## src/mmix_pkg.sv

```systemverilog
`timescale 1ns / 1ps

package mmix_pkg;

  // sizing
  localparam int MOTORS_MAX  = 8;
  localparam int RESULTS_MAX = 8;
  localparam int ADDR_W      = (MOTORS_MAX > 1) ? $clog2(MOTORS_MAX) : 1;
  localparam int CNT_MAX     = (MOTORS_MAX < RESULTS_MAX) ? MOTORS_MAX : RESULTS_MAX;

  // field widths
  localparam int CMD_W   = 16;
  localparam int LEVEL_W = 15;
  localparam int IDX_W   = 3;
  localparam int CNT_W   = 4;
  localparam int CFG_W   = 2;

  // arithmetic widths
  localparam int Q_SHIFT  = 14;
  localparam int PROD_W   = 2 * CMD_W;
  localparam int PART_W   = 18;
  localparam int RP_W     = PART_W + 1;
  localparam int THR_W    = 20;
  localparam int BASE_W   = 21;
  localparam int HEAD_W   = 22;
  localparam int M_W      = 22;
  localparam int SCALE_W  = 15;
  localparam int QUOT_W   = 14;
  localparam int DVS_W    = 17;
  localparam int YPROD_W  = PART_W + SCALE_W + 1;
  localparam int COEF_W   = 3 * CMD_W;
  localparam int SCR_W    = RP_W + PART_W;
  localparam int DCNT_W   = $clog2(QUOT_W + 1);

  localparam logic [SCALE_W-1:0] ONE_Q14 = SCALE_W'(16384);

  // configuration register indexes
  localparam logic [CFG_W-1:0] CFG_MOTOR_COUNT = 2'd0;
  localparam logic [CFG_W-1:0] CFG_IDLE_LEVEL  = 2'd1;
  localparam logic [CFG_W-1:0] CFG_MAX_LEVEL   = 2'd2;

  // configuration reset values
  localparam logic [CNT_W-1:0]   RST_MOTOR_COUNT = 4'd4;
  localparam logic [LEVEL_W-1:0] RST_IDLE_LEVEL  = 15'd0;
  localparam logic [LEVEL_W-1:0] RST_MAX_LEVEL   = 15'd16384;

  // item function codes
  localparam logic FUNC_MIX  = 1'b0;
  localparam logic FUNC_LOAD = 1'b1;

  typedef enum logic [3:0] {
    S_IDLE,
    S_P1_RD,
    S_P1_MUL,
    S_P1_ACC,
    S_THR,
    S_HD_RD,
    S_HD_BASE,
    S_HD_DEC,
    S_DIV,
    S_MX_RD,
    S_MX_MUL,
    S_MX_SUM,
    S_MX_CLAMP,
    S_ZERO,
    S_OUT
  } mmix_state_t;

  typedef struct packed {
    logic             start;
    logic [DVS_W-1:0] dividend;
    logic [DVS_W-1:0] divisor;
  } div_req_t;

  typedef struct packed {
    logic              done;
    logic [QUOT_W-1:0] quot;
  } div_rsp_t;

endpackage

```

## src/multirotor_motor_mixer_top.sv

```systemverilog
`timescale 1ns / 1ps

// Motor mixer with yaw desaturation.
// Input channel (in_valid/in_ready): a mix transaction carries roll, pitch,
// yaw and thrust demands in signed Q2.14; a load transaction (in_func set)
// writes one coefficient row and gives no result.
// Result channel (out_valid/out_ready): one transaction per motor in use,
// in index order, last_motor set on the final one. Disarmed (thrust of zero
// or less) gives zero drive for every motor.
// Configuration: cfg_we writes register cfg_index (motor count, idle level,
// max level) at once; write only while the block is idle.
// One item at a time; in_ready is high only while idle. In an armed mix
// each motor whose yaw needs a scale division waits for the 14-step
// serial divider, and every result waits for out_ready: a stalled
// receiver holds the block and the waiting result unchanged.
// Reset clears the coefficient table (through row valid bits) and puts the
// registers at four motors, idle 0 and max 1.0.

module multirotor_motor_mixer_top (
  input  logic                             clk,
  input  logic                             rst_n,
  // input channel
  input  logic                             in_valid,
  output logic                             in_ready,
  input  logic                             in_func,
  input  logic signed [mmix_pkg::CMD_W-1:0] in_roll_cmd,
  input  logic signed [mmix_pkg::CMD_W-1:0] in_pitch_cmd,
  input  logic signed [mmix_pkg::CMD_W-1:0] in_yaw_cmd,
  input  logic signed [mmix_pkg::CMD_W-1:0] in_thrust_cmd,
  input  logic [mmix_pkg::IDX_W-1:0]       in_row_index,
  input  logic signed [mmix_pkg::CMD_W-1:0] in_coef_roll,
  input  logic signed [mmix_pkg::CMD_W-1:0] in_coef_pitch,
  input  logic signed [mmix_pkg::CMD_W-1:0] in_coef_yaw,
  // result channel
  output logic                             out_valid,
  input  logic                             out_ready,
  output logic [mmix_pkg::IDX_W-1:0]       out_motor_index,
  output logic [mmix_pkg::LEVEL_W-1:0]     out_motor_drive,
  output logic                             out_last_motor,
  // configuration
  input  logic                             cfg_we,
  input  logic [mmix_pkg::CFG_W-1:0]       cfg_index,
  input  logic [mmix_pkg::LEVEL_W-1:0]     cfg_wdata
);

  import mmix_pkg::*;

  mmix_state_t state_r, state_nxt;

  // configuration registers
  logic [CNT_W-1:0]   motor_count_r;
  logic [LEVEL_W-1:0] idle_level_r;
  logic [LEVEL_W-1:0] max_level_r;

  // control
  logic [IDX_W-1:0]      n_r, n_nxt;
  logic [CNT_W-1:0]      count_r, count_nxt;
  logic                  disarm_r, disarm_nxt;
  logic                  out_valid_r, out_valid_nxt;
  logic [MOTORS_MAX-1:0] row_valid_r, row_valid_nxt;

  // datapath
  logic signed [CMD_W-1:0]   roll_r, roll_nxt;
  logic signed [CMD_W-1:0]   pitch_r, pitch_nxt;
  logic signed [CMD_W-1:0]   yaw_r, yaw_nxt;
  logic signed [THR_W-1:0]   thrust_r, thrust_nxt;
  logic                      coef_ok_r, coef_ok_nxt;
  logic signed [PROD_W-1:0]  prod_roll_r, prod_roll_nxt;
  logic signed [PROD_W-1:0]  prod_pitch_r, prod_pitch_nxt;
  logic signed [PROD_W-1:0]  prod_yaw_r, prod_yaw_nxt;
  logic signed [RP_W-1:0]    rp_min_r, rp_min_nxt;
  logic signed [RP_W-1:0]    rp_max_r, rp_max_nxt;
  logic [SCALE_W-1:0]        scale_r, scale_nxt;
  logic signed [HEAD_W-1:0]  head_r, head_nxt;
  logic [DVS_W-1:0]          ay_r, ay_nxt;
  logic                      yz_r, yz_nxt;
  logic signed [YPROD_W-1:0] yprod_r, yprod_nxt;
  logic signed [RP_W-1:0]    rp_hold_r, rp_hold_nxt;
  logic signed [M_W-1:0]     m_r, m_nxt;
  logic [IDX_W-1:0]          out_index_r, out_index_nxt;
  logic [LEVEL_W-1:0]        out_drive_r, out_drive_nxt;
  logic                      out_last_r, out_last_nxt;

  // memories
  logic                      coef_we;
  logic [ADDR_W-1:0]         coef_waddr;
  logic [COEF_W-1:0]         coef_wdata;
  logic [COEF_W-1:0]         coef_rdata;
  logic                      scr_we;
  logic [SCR_W-1:0]          scr_wdata;
  logic [SCR_W-1:0]          scr_rdata;
  logic [ADDR_W-1:0]         rd_addr;

  // divider
  div_req_t div_req;
  div_rsp_t div_rsp;

  // combinational helpers
  logic                      in_acc;
  logic                      row_ok;
  logic                      last_w;
  logic [CNT_W-1:0]          count_lim;
  logic signed [CMD_W-1:0]   c_roll, c_pitch, c_yaw;
  logic signed [PART_W-1:0]  part_roll, part_pitch, part_yaw;
  logic signed [RP_W-1:0]    rp_w;
  logic signed [THR_W-1:0]   hi_lim, lo_lim, thr_hi;
  logic signed [RP_W-1:0]    s_rp;
  logic signed [PART_W-1:0]  s_y;
  logic signed [PART_W:0]    s_y_ext, s_y_neg;
  logic signed [BASE_W-1:0]  base_w;
  logic signed [HEAD_W-1:0]  max_h, idle_h, ay_h;
  logic                      shrink;
  logic signed [M_W-1:0]     idle_m, max_m, m_lo;

  assign in_acc    = in_valid && in_ready;
  assign row_ok    = (32'(in_row_index) < MOTORS_MAX);
  assign last_w    = ({1'b0, n_r} == (count_r - CNT_W'(1)));
  assign count_lim = (motor_count_r > CNT_W'(CNT_MAX)) ? CNT_W'(CNT_MAX) : motor_count_r;
  assign rd_addr   = ADDR_W'(n_r);

  // coefficient table, rows not yet written read as zero
  assign coef_we    = in_acc && (in_func == FUNC_LOAD) && row_ok;
  assign coef_waddr = ADDR_W'(in_row_index);
  assign coef_wdata = {in_coef_roll, in_coef_pitch, in_coef_yaw};

  mmix_ram #(
    .WIDTH (COEF_W),
    .DEPTH (MOTORS_MAX)
  ) u_coef_ram (
    .clk   (clk),
    .we    (coef_we),
    .waddr (coef_waddr),
    .wdata (coef_wdata),
    .raddr (rd_addr),
    .rdata (coef_rdata)
  );

  // per-motor roll/pitch part and yaw part kept between passes
  assign scr_we    = (state_r == S_P1_ACC);
  assign scr_wdata = {rp_w, part_yaw};

  mmix_ram #(
    .WIDTH (SCR_W),
    .DEPTH (MOTORS_MAX)
  ) u_scr_ram (
    .clk   (clk),
    .we    (scr_we),
    .waddr (rd_addr),
    .wdata (scr_wdata),
    .raddr (rd_addr),
    .rdata (scr_rdata)
  );

  mmix_div u_div (
    .clk   (clk),
    .rst_n (rst_n),
    .req   (div_req),
    .rsp   (div_rsp)
  );

  // arithmetic shared by the passes
  always_comb begin
    c_roll     = coef_ok_r ? $signed(coef_rdata[3*CMD_W-1:2*CMD_W]) : '0;
    c_pitch    = coef_ok_r ? $signed(coef_rdata[2*CMD_W-1:CMD_W]) : '0;
    c_yaw      = coef_ok_r ? $signed(coef_rdata[CMD_W-1:0]) : '0;
    part_roll  = PART_W'(prod_roll_r >>> Q_SHIFT);
    part_pitch = PART_W'(prod_pitch_r >>> Q_SHIFT);
    part_yaw   = PART_W'(prod_yaw_r >>> Q_SHIFT);
    rp_w       = RP_W'(part_roll) + RP_W'(part_pitch);
    hi_lim     = THR_W'($signed({1'b0, max_level_r})) - THR_W'(rp_max_r);
    lo_lim     = THR_W'($signed({1'b0, idle_level_r})) - THR_W'(rp_min_r);
    thr_hi     = (thrust_r > hi_lim) ? hi_lim : thrust_r;
    s_rp       = $signed(scr_rdata[SCR_W-1:PART_W]);
    s_y        = $signed(scr_rdata[PART_W-1:0]);
    s_y_ext    = (PART_W+1)'(s_y);
    s_y_neg    = -s_y_ext;
    base_w     = BASE_W'(thrust_r) + BASE_W'(s_rp);
    max_h      = HEAD_W'($signed({1'b0, max_level_r}));
    idle_h     = HEAD_W'($signed({1'b0, idle_level_r}));
    ay_h       = HEAD_W'($signed({1'b0, ay_r}));
    shrink     = !yz_r && (head_r < ay_h);
    idle_m     = M_W'($signed({1'b0, idle_level_r}));
    max_m      = M_W'($signed({1'b0, max_level_r}));
    m_lo       = (m_r < idle_m) ? idle_m : m_r;
  end

  // sequencer: three motor passes, results in the third; zeros if disarmed
  always_comb begin
    state_nxt      = state_r;
    n_nxt          = n_r;
    count_nxt      = count_r;
    disarm_nxt     = disarm_r;
    out_valid_nxt  = out_valid_r;
    row_valid_nxt  = row_valid_r;
    roll_nxt       = roll_r;
    pitch_nxt      = pitch_r;
    yaw_nxt        = yaw_r;
    thrust_nxt     = thrust_r;
    coef_ok_nxt    = row_valid_r[rd_addr];
    prod_roll_nxt  = prod_roll_r;
    prod_pitch_nxt = prod_pitch_r;
    prod_yaw_nxt   = prod_yaw_r;
    rp_min_nxt     = rp_min_r;
    rp_max_nxt     = rp_max_r;
    scale_nxt      = scale_r;
    head_nxt       = head_r;
    ay_nxt         = ay_r;
    yz_nxt         = yz_r;
    yprod_nxt      = yprod_r;
    rp_hold_nxt    = rp_hold_r;
    m_nxt          = m_r;
    out_index_nxt  = out_index_r;
    out_drive_nxt  = out_drive_r;
    out_last_nxt   = out_last_r;
    div_req        = '0;
    in_ready       = 1'b0;

    unique case (state_r)
      S_IDLE: begin
        in_ready = 1'b1;
        if (in_valid) begin
          roll_nxt   = in_roll_cmd;
          pitch_nxt  = in_pitch_cmd;
          yaw_nxt    = in_yaw_cmd;
          thrust_nxt = THR_W'(in_thrust_cmd);
          count_nxt  = count_lim;
          n_nxt      = '0;
          rp_min_nxt = '0;
          rp_max_nxt = '0;
          disarm_nxt = (in_thrust_cmd <= 0);
          if (in_func == FUNC_LOAD) begin
            if (row_ok) begin
              row_valid_nxt[coef_waddr] = 1'b1;
            end
          end else if (count_lim != '0) begin
            state_nxt = (in_thrust_cmd <= 0) ? S_ZERO : S_P1_RD;
          end
        end
      end

      // pass one: roll/pitch parts, their extremes
      S_P1_RD: begin
        state_nxt = S_P1_MUL;
      end
      S_P1_MUL: begin
        prod_roll_nxt  = c_roll * roll_r;
        prod_pitch_nxt = c_pitch * pitch_r;
        prod_yaw_nxt   = c_yaw * yaw_r;
        state_nxt      = S_P1_ACC;
      end
      S_P1_ACC: begin
        if (rp_w < rp_min_r) begin
          rp_min_nxt = rp_w;
        end
        if (rp_w > rp_max_r) begin
          rp_max_nxt = rp_w;
        end
        if (last_w) begin
          state_nxt = S_THR;
        end else begin
          n_nxt     = n_r + IDX_W'(1);
          state_nxt = S_P1_RD;
        end
      end

      // thrust limit, lower bound wins
      S_THR: begin
        thrust_nxt = (thr_hi < lo_lim) ? lo_lim : thr_hi;
        scale_nxt  = ONE_Q14;
        n_nxt      = '0;
        state_nxt  = S_HD_RD;
      end

      // pass two: yaw headroom and scale
      S_HD_RD: begin
        state_nxt = S_HD_BASE;
      end
      S_HD_BASE: begin
        yz_nxt = (s_y == '0);
        if (s_y > 0) begin
          head_nxt = max_h - HEAD_W'(base_w);
          ay_nxt   = DVS_W'(s_y_ext);
        end else begin
          head_nxt = HEAD_W'(base_w) - idle_h;
          ay_nxt   = DVS_W'(s_y_neg);
        end
        state_nxt = S_HD_DEC;
      end
      S_HD_DEC: begin
        if (shrink && (head_r > 0)) begin
          div_req.start    = 1'b1;
          div_req.dividend = head_r[DVS_W-1:0];
          div_req.divisor  = ay_r;
          state_nxt        = S_DIV;
        end else begin
          if (shrink) begin
            scale_nxt = '0;
          end
          if (last_w) begin
            n_nxt     = '0;
            state_nxt = S_MX_RD;
          end else begin
            n_nxt     = n_r + IDX_W'(1);
            state_nxt = S_HD_RD;
          end
        end
      end
      S_DIV: begin
        if (div_rsp.done) begin
          if (SCALE_W'(div_rsp.quot) < scale_r) begin
            scale_nxt = SCALE_W'(div_rsp.quot);
          end
          if (last_w) begin
            n_nxt     = '0;
            state_nxt = S_MX_RD;
          end else begin
            n_nxt     = n_r + IDX_W'(1);
            state_nxt = S_HD_RD;
          end
        end
      end

      // pass three: drive values
      S_MX_RD: begin
        state_nxt = S_MX_MUL;
      end
      S_MX_MUL: begin
        yprod_nxt   = s_y * $signed({1'b0, scale_r});
        rp_hold_nxt = s_rp;
        state_nxt   = S_MX_SUM;
      end
      S_MX_SUM: begin
        m_nxt     = M_W'(thrust_r) + M_W'(rp_hold_r) + M_W'(yprod_r >>> Q_SHIFT);
        state_nxt = S_MX_CLAMP;
      end
      S_MX_CLAMP: begin
        out_index_nxt = n_r;
        out_drive_nxt = (m_lo > max_m) ? max_level_r : m_lo[LEVEL_W-1:0];
        out_last_nxt  = last_w;
        out_valid_nxt = 1'b1;
        state_nxt     = S_OUT;
      end

      // disarmed
      S_ZERO: begin
        out_index_nxt = n_r;
        out_drive_nxt = '0;
        out_last_nxt  = last_w;
        out_valid_nxt = 1'b1;
        state_nxt     = S_OUT;
      end

      S_OUT: begin
        if (out_ready) begin
          out_valid_nxt = 1'b0;
          if (out_last_r) begin
            state_nxt = S_IDLE;
          end else begin
            n_nxt     = n_r + IDX_W'(1);
            state_nxt = disarm_r ? S_ZERO : S_MX_RD;
          end
        end
      end

      default: begin
        state_nxt = S_IDLE;
      end
    endcase
  end

  // state register
  always_ff @(posedge clk) begin
    if (!rst_n) begin
      state_r <= S_IDLE;
    end else begin
      state_r <= state_nxt;
    end
  end

  // control registers
  always_ff @(posedge clk) begin
    if (!rst_n) begin
      n_r         <= '0;
      count_r     <= '0;
      disarm_r    <= 1'b0;
      out_valid_r <= 1'b0;
      row_valid_r <= '0;
      coef_ok_r   <= 1'b0;
    end else begin
      n_r         <= n_nxt;
      count_r     <= count_nxt;
      disarm_r    <= disarm_nxt;
      out_valid_r <= out_valid_nxt;
      row_valid_r <= row_valid_nxt;
      coef_ok_r   <= coef_ok_nxt;
    end
  end

  // configuration registers
  always_ff @(posedge clk) begin
    if (!rst_n) begin
      motor_count_r <= RST_MOTOR_COUNT;
      idle_level_r  <= RST_IDLE_LEVEL;
      max_level_r   <= RST_MAX_LEVEL;
    end else if (cfg_we) begin
      if (cfg_index == CFG_MOTOR_COUNT) begin
        motor_count_r <= cfg_wdata[CNT_W-1:0];
      end
      if (cfg_index == CFG_IDLE_LEVEL) begin
        idle_level_r <= cfg_wdata;
      end
      if (cfg_index == CFG_MAX_LEVEL) begin
        max_level_r <= cfg_wdata;
      end
    end
  end

  // datapath registers
  always_ff @(posedge clk) begin
    roll_r       <= roll_nxt;
    pitch_r      <= pitch_nxt;
    yaw_r        <= yaw_nxt;
    thrust_r     <= thrust_nxt;
    prod_roll_r  <= prod_roll_nxt;
    prod_pitch_r <= prod_pitch_nxt;
    prod_yaw_r   <= prod_yaw_nxt;
    rp_min_r     <= rp_min_nxt;
    rp_max_r     <= rp_max_nxt;
    scale_r      <= scale_nxt;
    head_r       <= head_nxt;
    ay_r         <= ay_nxt;
    yz_r         <= yz_nxt;
    yprod_r      <= yprod_nxt;
    rp_hold_r    <= rp_hold_nxt;
    m_r          <= m_nxt;
    out_index_r  <= out_index_nxt;
    out_drive_r  <= out_drive_nxt;
    out_last_r   <= out_last_nxt;
  end

  assign out_valid       = out_valid_r;
  assign out_motor_index = out_index_r;
  assign out_motor_drive = out_drive_r;
  assign out_last_motor  = out_last_r;

  // checks
  a_no_overlap: assert property (@(posedge clk) disable iff (!rst_n)
    !(in_ready && out_valid))
    else $error("input accepted while a result is pending");

  a_div_operands: assert property (@(posedge clk) disable iff (!rst_n)
    div_req.start |-> (div_req.dividend != '0) && (div_req.dividend < div_req.divisor))
    else $error("divider started outside its quotient range");

  a_scale_range: assert property (@(posedge clk) disable iff (!rst_n)
    (state_r == S_MX_MUL) |-> (scale_r <= ONE_Q14))
    else $error("yaw scale above one");

  a_last_idle: assert property (@(posedge clk) disable iff (!rst_n)
    (out_valid && out_ready && out_last_motor) |=> in_ready)
    else $error("block not idle after the final result");

endmodule

```

## src/mmix_ram.sv

```systemverilog
`timescale 1ns / 1ps

module mmix_ram #(
  parameter int WIDTH = 8,
  parameter int DEPTH = 8
) (
  input  logic                                   clk,
  input  logic                                   we,
  input  logic [((DEPTH > 1) ? $clog2(DEPTH) : 1)-1:0] waddr,
  input  logic [WIDTH-1:0]                       wdata,
  input  logic [((DEPTH > 1) ? $clog2(DEPTH) : 1)-1:0] raddr,
  output logic [WIDTH-1:0]                       rdata
);

  logic [WIDTH-1:0] mem [DEPTH];

  // one write port, one registered read port
  always_ff @(posedge clk) begin
    if (we) begin
      mem[waddr] <= wdata;
    end
    rdata <= mem[raddr];
  end

endmodule

```

## src/mmix_div.sv

```systemverilog
`timescale 1ns / 1ps

module mmix_div (
  input  logic               clk,
  input  logic               rst_n,
  input  mmix_pkg::div_req_t req,
  output mmix_pkg::div_rsp_t rsp
);

  import mmix_pkg::*;

  logic              busy_r, busy_nxt;
  logic              done_r, done_nxt;
  logic [DCNT_W-1:0] cnt_r, cnt_nxt;
  logic [DVS_W-1:0]  rem_r, rem_nxt;
  logic [DVS_W-1:0]  dvs_r, dvs_nxt;
  logic [QUOT_W-1:0] quot_r, quot_nxt;
  logic [DVS_W:0]    trial;
  logic [DVS_W:0]    diff;
  logic              fits;

  // restoring division of dividend * 2^14 by divisor, dividend below divisor
  always_comb begin
    trial    = {rem_r, 1'b0};
    diff     = trial - {1'b0, dvs_r};
    fits     = (trial >= {1'b0, dvs_r});
    busy_nxt = busy_r;
    done_nxt = 1'b0;
    cnt_nxt  = cnt_r;
    rem_nxt  = rem_r;
    dvs_nxt  = dvs_r;
    quot_nxt = quot_r;
    if (req.start) begin
      busy_nxt = 1'b1;
      cnt_nxt  = DCNT_W'(QUOT_W);
      rem_nxt  = req.dividend;
      dvs_nxt  = req.divisor;
      quot_nxt = '0;
    end else if (busy_r) begin
      rem_nxt  = fits ? diff[DVS_W-1:0] : trial[DVS_W-1:0];
      quot_nxt = {quot_r[QUOT_W-2:0], fits};
      cnt_nxt  = cnt_r - DCNT_W'(1);
      if (cnt_r == DCNT_W'(1)) begin
        busy_nxt = 1'b0;
        done_nxt = 1'b1;
      end
    end
  end

  // control
  always_ff @(posedge clk) begin
    if (!rst_n) begin
      busy_r <= 1'b0;
      done_r <= 1'b0;
      cnt_r  <= '0;
    end else begin
      busy_r <= busy_nxt;
      done_r <= done_nxt;
      cnt_r  <= cnt_nxt;
    end
  end

  // datapath
  always_ff @(posedge clk) begin
    rem_r  <= rem_nxt;
    dvs_r  <= dvs_nxt;
    quot_r <= quot_nxt;
  end

  assign rsp.done = done_r;
  assign rsp.quot = quot_r;

endmodule
```

## config.mk

```make
export PLATFORM = sky130hd
export DESIGN_NAME = multirotor_motor_mixer_top
export DESIGN_NICKNAME = d
export VERILOG_FILES = /design/src/mmix_pkg.sv /design/src/multirotor_motor_mixer_top.sv /design/src/mmix_ram.sv /design/src/mmix_div.sv
export SDC_FILE = /design/constraint.sdc
export NUM_CORES = 2
export LEC_CHECK = 0
export ABC_AREA = 1
export BUFFER_PORTS_ARGS = -buffer_cell sky130_fd_sc_hd__clkbuf_2
export CORE_MARGIN = 10
export CORE_UTILIZATION = 40
export DETAILED_ROUTE_END_ITERATION = 10
export PLACE_DENSITY = 0.59
export SLEW_MARGIN = 20
export SYNTH_ARGS = -nofsm -noshare
export SYNTH_HDL_FRONTEND = slang
export SYNTH_SLANG_ARGS = --single-unit
export TNS_END_PERCENT = 50
```

## constraint.sdc

```tcl
create_clock -name clk -period 6.6 [get_ports clk]
set_clock_uncertainty 0.15 [all_clocks]
set_input_delay 0.99 -clock clk [delete_from_list [all_inputs] [get_ports clk]]
set_output_delay 0.99 -clock clk [all_outputs]
set_load 0.02 [all_outputs]
```

---- Word-level counts from Yosys, hierarchy flattened ----
Memories as Yosys holds them, arrays and structs flattened. A register that Yosys moved wholly into a read port is not among the register bits.
Index checks and enable logic that the tools add are counted.
operators by class
  add/subtract/negate cells ............... 13
  multipliers ............................. 4
  $lt $le $gt $ge ......................... 16
  equal/unequal tests ..................... 30
  muxes and demuxes ....................... 65
  bitwise gates (word level) .............. 3
  reduce and logical (&&, ||, !) cells .... 33
operators by type and width
  cell                                                             number
  multiplier 16 x 16 -> 32 bit                                     3
  one-hot mux 19 bit (2 select lines)                              2
  two-way mux 15 bit                                               5
  two-way mux 35 bit                                               2
  two-way mux 17 bit                                               4
  two-way mux 20 bit                                               3
  two-way mux 19 bit                                               3
  one-hot mux 4 bit (14 select lines)                              1
  two-way mux 16 bit                                               3
  two-way mux 4 bit                                                12
  one-hot mux 15 bit (3 select lines)                              1
  two-way mux 22 bit                                               2
  adder 20 x 19 -> 21 bit                                          2
  one-hot mux 20 bit (2 select lines)                              1
  subtractor 16 x 19 -> 20 bit                                     2
  multiplier 18 x 16 -> 34 bit                                     1
  one-hot mux 15 bit (2 select lines)                              1
  equality test 4 bit (second input constant)                      7
  two-way mux 3 bit                                                9
  adder 21 x 20 -> 22 bit                                          1
  greater-than comparator 22 x 1 -> 1 bit (second input constant)  1
  greater-than comparator 22 x 16 -> 1 bit                         1
  < comparator 22 x 16 -> 1 bit                                    1
  < comparator 22 x 18 -> 1 bit                                    1
  other kinds (48)                                                 95
word-level totals
  bits in registers ....................... 461
  memory bits (writable) .................. 680
  bits of input ports ..................... 138
  logic and storage cells ................. 202
  memories ................................ 2
memories
  name            depth  bits a word  read ports  clocked after Yosys merged registers in  wr ports  RTL line        source
  u_coef_ram.mem  8      48           1           1                                        1         mmix_ram.sv:15  logic [WIDTH-1:0] mem [DEPTH];
  u_scr_ram.mem   8      37           1           1                                        1         mmix_ram.sv:15

---- Logic depth before layout (Yosys ltp) ----
  depth in word-level cells ............... 7
  gate-level depth with buffers ........... 42
  mapped depth without buffers ............ 40

---- By module ----
A second synthesis with hierarchy kept.
unflattened totals
  cells, all modules ...................... 10414
  area, all modules ....................... 95347.7 um2
modules (own cells, without submodules)
  module                      times used  cells each  area an instance (um2)
  multirotor_motor_mixer_top  1           6894        60433.0
  mmix_ram (u_coef_ram)       1           1725        17670.7
  mmix_ram (u_scr_ram)        1           1334        13741.9
  mmix_div                    1           461         3502.1

---- Worst setup path before layout ----
OpenSTA, ideal clock, no wires.
  kind .................................... register to register
  from .................................... register coef_ok_r
  to ...................................... register prod_yaw_r[28], data pin
  arrival ................................. 6349 ps
  data required time ...................... 6186 ps
  setup slack ............................. -163 ps
  cell stages (with the launch flop) ...... 33
  period minus slack after synthesis ...... 6763 ps
  cells stage by stage .................... dfxtp_1 -> buf_2 -> buf_1 -> nand2_1 -> inv_1 -> clkbuf_1 -> nand2_1 -> fa_1 -> inv_1 -> fa_1 -> inv_1 -> fa_1 -> fa_1 -> inv_1 -> fa_1 -> inv_1 -> fa_1 -> inv_1 -> ha_1 -> nand2_1 -> nor4_1 -> nand2_1 -> nand2_1 -> nand4_1 -> o211ai_1 -> nand2_1 -> nand2_1 -> nand4_1 -> o211ai_1 -> nand3_1 -> nand2_1 -> a31oi_1 -> xor2_1
on the way
  word-level cells in the longest chain between the ends .. 2
ends and longest elaborated chain
  element                       RTL line                           source
  from (decl)                   multirotor_motor_mixer_top.sv:67   logic coef_ok_r, coef_ok_nxt;
  from (signal assigned)        multirotor_motor_mixer_top.sv:395  coef_ok_r <= coef_ok_nxt;
  two-way mux 16 bit            multirotor_motor_mixer_top.sv:165  c_yaw = coef_ok_r ? $signed(coef_rdata[CMD_W-1:0]) : '0;
  multiplier 16 x 16 -> 32 bit  multirotor_motor_mixer_top.sv:248  prod_yaw_nxt = c_yaw * yaw_r;
  to (signal assigned)          multirotor_motor_mixer_top.sv:426  prod_yaw_r <= prod_yaw_nxt;
  to (decl)                     multirotor_motor_mixer_top.sv:70   logic signed [PROD_W-1:0] prod_yaw_r, prod_yaw_nxt;
Every way passes these cells.
A chain may end at the register's enable or synchronous reset.

---- Final worst setup path ----
Ends and elaborated chain as after synthesis.

==> run summary <==
Congestion Overflow GR -> 0
vias in the first global route -> 63900
Crit. End Element -> flop
Syn Nets -> 10400
reg2reg path depth -> 32
Design Area, Final -> 101000 um2
Synth Area in Simple Gates -> 11.2%
Synth Area in Adders -> 32.7%
Worst Setup Start Kind -> flop
GRT Total Usage -> 20.2%
CTS clk-pin slew, worst paths -> 0.06 ns
WL final -> 249000 um
top cell type's share of synthesized area -> 34.1%
f_max -> 153 MHz
H-tree depth -> 4
Mean Syn Cell Area -> 10.3 um2
row count -> 173
core footprint -> 222000 um2
synth warn -> 0
Root Buffer Master -> clkbuf_16
Hold WC Path Type -> in -> reg
Worst R2R End -> prod_yaw_r[28]$_DFFE_PP_
gpl congestion -> 0.947
Mapped Area -> 88900 um2
CP dominant cell by count -> fa_1
pin count of the biggest net entering global routing -> 88
DRT antenna net count -> 0
die width -> 492 um
worst slew pin tran -> 1.16 ns
Hold Buf Count CTS -> 0
Max Cap Viol -> 0
register area share after synthesis -> 37.7%
Post-Place Cell Area -> 95300 um2
RR Startpoint -> coef_ok_r$_SDFF_PN0_
Fillers -> 20700
total number of vias -> 61700
DR top layer -> met5
main area contributors after synthesis -> edfxtp_1 (34%), fa_1 (24%), ha_1 (8.4%)
buffers added on ports -> 158
routed wl met2 -> 122000 um
DRT iter0 DRCs -> 4568
Yosys top cell by area -> edfxtp_1
XOR/XNOR Fraction of Synth Area -> 2.46%
CTS tree -> built
Die Y -> 492 um
fin crit share -> 98.8%
crit path kind -> reg -> reg
total CTS buffers -> 132
largest family of logic cells by synthesized area -> adder cells
crit path DAT -> 6.88 ns
WHS Endpoint -> yaw_r[13]$_DFFE_PP_
HP Start -> in_yaw_cmd[13]
mux cell area share after synthesis -> 0.0113%
prevailing post-synth register cell -> edfxtp_1
WHS -> 0.232 ns
asr flop ratio synth -> 0%
CTS Sinks -> 1170
Starting Density -> 40.1%
# IOs -> 159
DR WL met3 -> 14200 um
worst hold path cell count -> 1
final setup fails -> 0
highest cell delay on the worst timing path -> 0.56 ns
Clock Latency Late Sink -> 0.78 ns
critical path's slowest cell -> fa_1
Fin. Hold Viols -> 0
Layout Cells excl Fill -> 12100
placed instance count -> 11800
vias per cell -> 5.10
RSZ-0062 raised after global routing -> yes
slew margin rel. -> 22.3%
detailed placement HPWL -> 191000 um
layout cell share with drive strength beyond 1 -> 10.8%
Area growth, synth to finish -> 13.3%
post-synthesis compound-gate area fraction -> 7.03%
WL met1 -> 106000 um
Yosys reg bits -> 1170
Syn Inst Count -> 8619
Initial DRT Pass Iterations -> 6
Final #Nets -> 10800
number of max-slew violations in the final report -> 0
DRC -> 0
antenna violations before repair -> 20
WP data required -> 6.96 ns
drt wl/cell -> 20.5 um
final worst path period need -> 6.52 ns
die area -> 242000 um2
first-pass GRT wire length -> 382000 um
Post-synth EDFFs -> 1009
outcome -> completed
crit-path max FO -> 8
Clock Path Buffers -> 3
Cell variety after synth -> 66
Register-to-Register Setup Slack -> 0.08 ns
Final TNS setup -> 0 ns
per-layer routing:
metal  vias up  track usage [%]
li1      28400                -
met1     31100             26.9
met2      1767             34.4
met3       343             3.09
met4        14             5.47
met5         -                0
critical path: cells and delay by family, from the launching register on:
kind / cells / cell delay (ns)
XOR/XNOR: 1 / 0.15
buffers and inverters: 9 / 0.78
flip-flops: 1 / 0.36
AO/OA/AOI/OAI: 3 / 0.36
AND/OR/NAND/NOR: 12 / 1.17
adder cells (fa/ha/maj): 7 / 3.33
per-stage QoR:
stage	utilization (%)	setup WS (ns)
2_1_floorplan	-	0.00645
3_3_place_gp	43.0	-0.0181
3_5_place_dp	43.0	-0.0744
4_1_cts	45.0	0.0203
5_1_grt	45.5	-0.172
6_report	45.5	0.0775
sequential cells by signal, summed over array words and instances, names as in the netlist, 18 cells and up, named ones only:
register and cells:
prod_roll_r 18, rp_min_r 19, u_coef_ram.rdata 48, prod_yaw_r 18, u_coef_ram.mem 384, u_scr_ram.mem 296, u_scr_ram.rdata 37, thrust_r 19
yprod_r 20, m_r 22, prod_pitch_r 18, head_r 22, rp_max_r 19, rp_hold_r 19
cells in the mapped netlist (22+ instances only):
cell      instances
o21ai_0         202
edfxtp_1       1009
buf_1            33
fa_1           1082
ha_1            594
a21oi_1         328
o211ai_1         34
clkbuf_1        231
nor3_1           44
a22o_1           70
clkinv_1         22
a221oi_1         87
nand4_1         121
xor2_1          152
dfxtp_1         161
a22oi_1          96
nand2_1        1498
nor2_1          572
nand3_1         143
xnor2_1          96
a211oi_1         33
inv_1          1782
cell usage in the layout (no fill, tap or decap), types with 17 or more instances in the layout:
cell          n
nand4_1     121
inv_2        35
a221oi_1     87
inv_1      1760
nand3_1     142
buf_4       349
clkbuf_16   137
o21ai_0     196
a211oi_1     31
nor2_4       18
clkinv_2     20
nand2_2      42
dfxtp_1     154
clkbuf_1     24
a21oi_1     315
ha_1        582
fa_1       1076
edfxtp_1   1009
o211ai_1     34
nand2_1    1464
xor2_1      151
clkinv_1     23
clkbuf_2    158
nor3_1       33
a22oi_1      96
a21oi_2      17
a22o_1       70
xnor2_1      96
nor2_1      546
repair_timing:
| action | in CTS | in global routing |
|---|---|---|
| pin swaps | 0 | 28 |
| gates cloned | 0 | 3 |
| buffers inserted | 0 | 41 |
| resized for setup | 2 | 157 |
| endpoints found under the setup margin | 4 | 56 |
worst max path at each step:
stage	startpoint	to	slack, ns	cells after the start
floorplan	coef_ok_r$_SDFF_PN0_	prod_pitch_r[31]$_DFFE_PP_	0.006	29
global placement	coef_ok_r$_SDFF_PN0_	prod_roll_r[30]$_DFFE_PP_	-0.02	28
detailed placement	coef_ok_r$_SDFF_PN0_	prod_roll_r[30]$_DFFE_PP_	-0.07	28
CTS	coef_ok_r$_SDFF_PN0_	prod_roll_r[28]$_DFFE_PP_	0.02	28
finish	coef_ok_r$_SDFF_PN0_	prod_yaw_r[28]$_DFFE_PP_	0.08	32
global route	coef_ok_r$_SDFF_PN0_	prod_yaw_r[28]$_DFFE_PP_	-0.17	32
area by class of cell:
cell class / count / area, um2 / share of cell area (%)
Multi-Input combinational cell: 5356 / 48200 / 47.8
Inverter: 1815 / 6840 / 6.78
Timing Repair inverter: 1 / 5.00 / 0.00497
Tap cell: 2975 / 3720 / 3.69
Antenna cell: 5 / 12.5 / 0.0124
Sequential cell: 1170 / 33500 / 33.3
Clock buffer: 171 / 3630 / 3.61
Timing Repair Buffer: 541 / 3970 / 3.94
Clock inverter: 74 / 880 / 0.873
kinds of logic (layout without fill, tap and decap cells):
| kind of cell | after synthesis | in the layout |
|---|---|---|
| compound gates | 984 | 984 |
| xor+xnor | 249 | 249 |
| fa+ha+maj | 1676 | 1676 |
| buf+inv | 2093 | 2602 |
| flops | 1170 | 1170 |
| mux | 1 | 1 |
| other cells | 0 | 5 |
| simple gates | 2446 | 2446 |
Power is left out: the tool's default activity adds up to more than one toggle a clock period on the data nets, which glitch-free logic cannot reach.
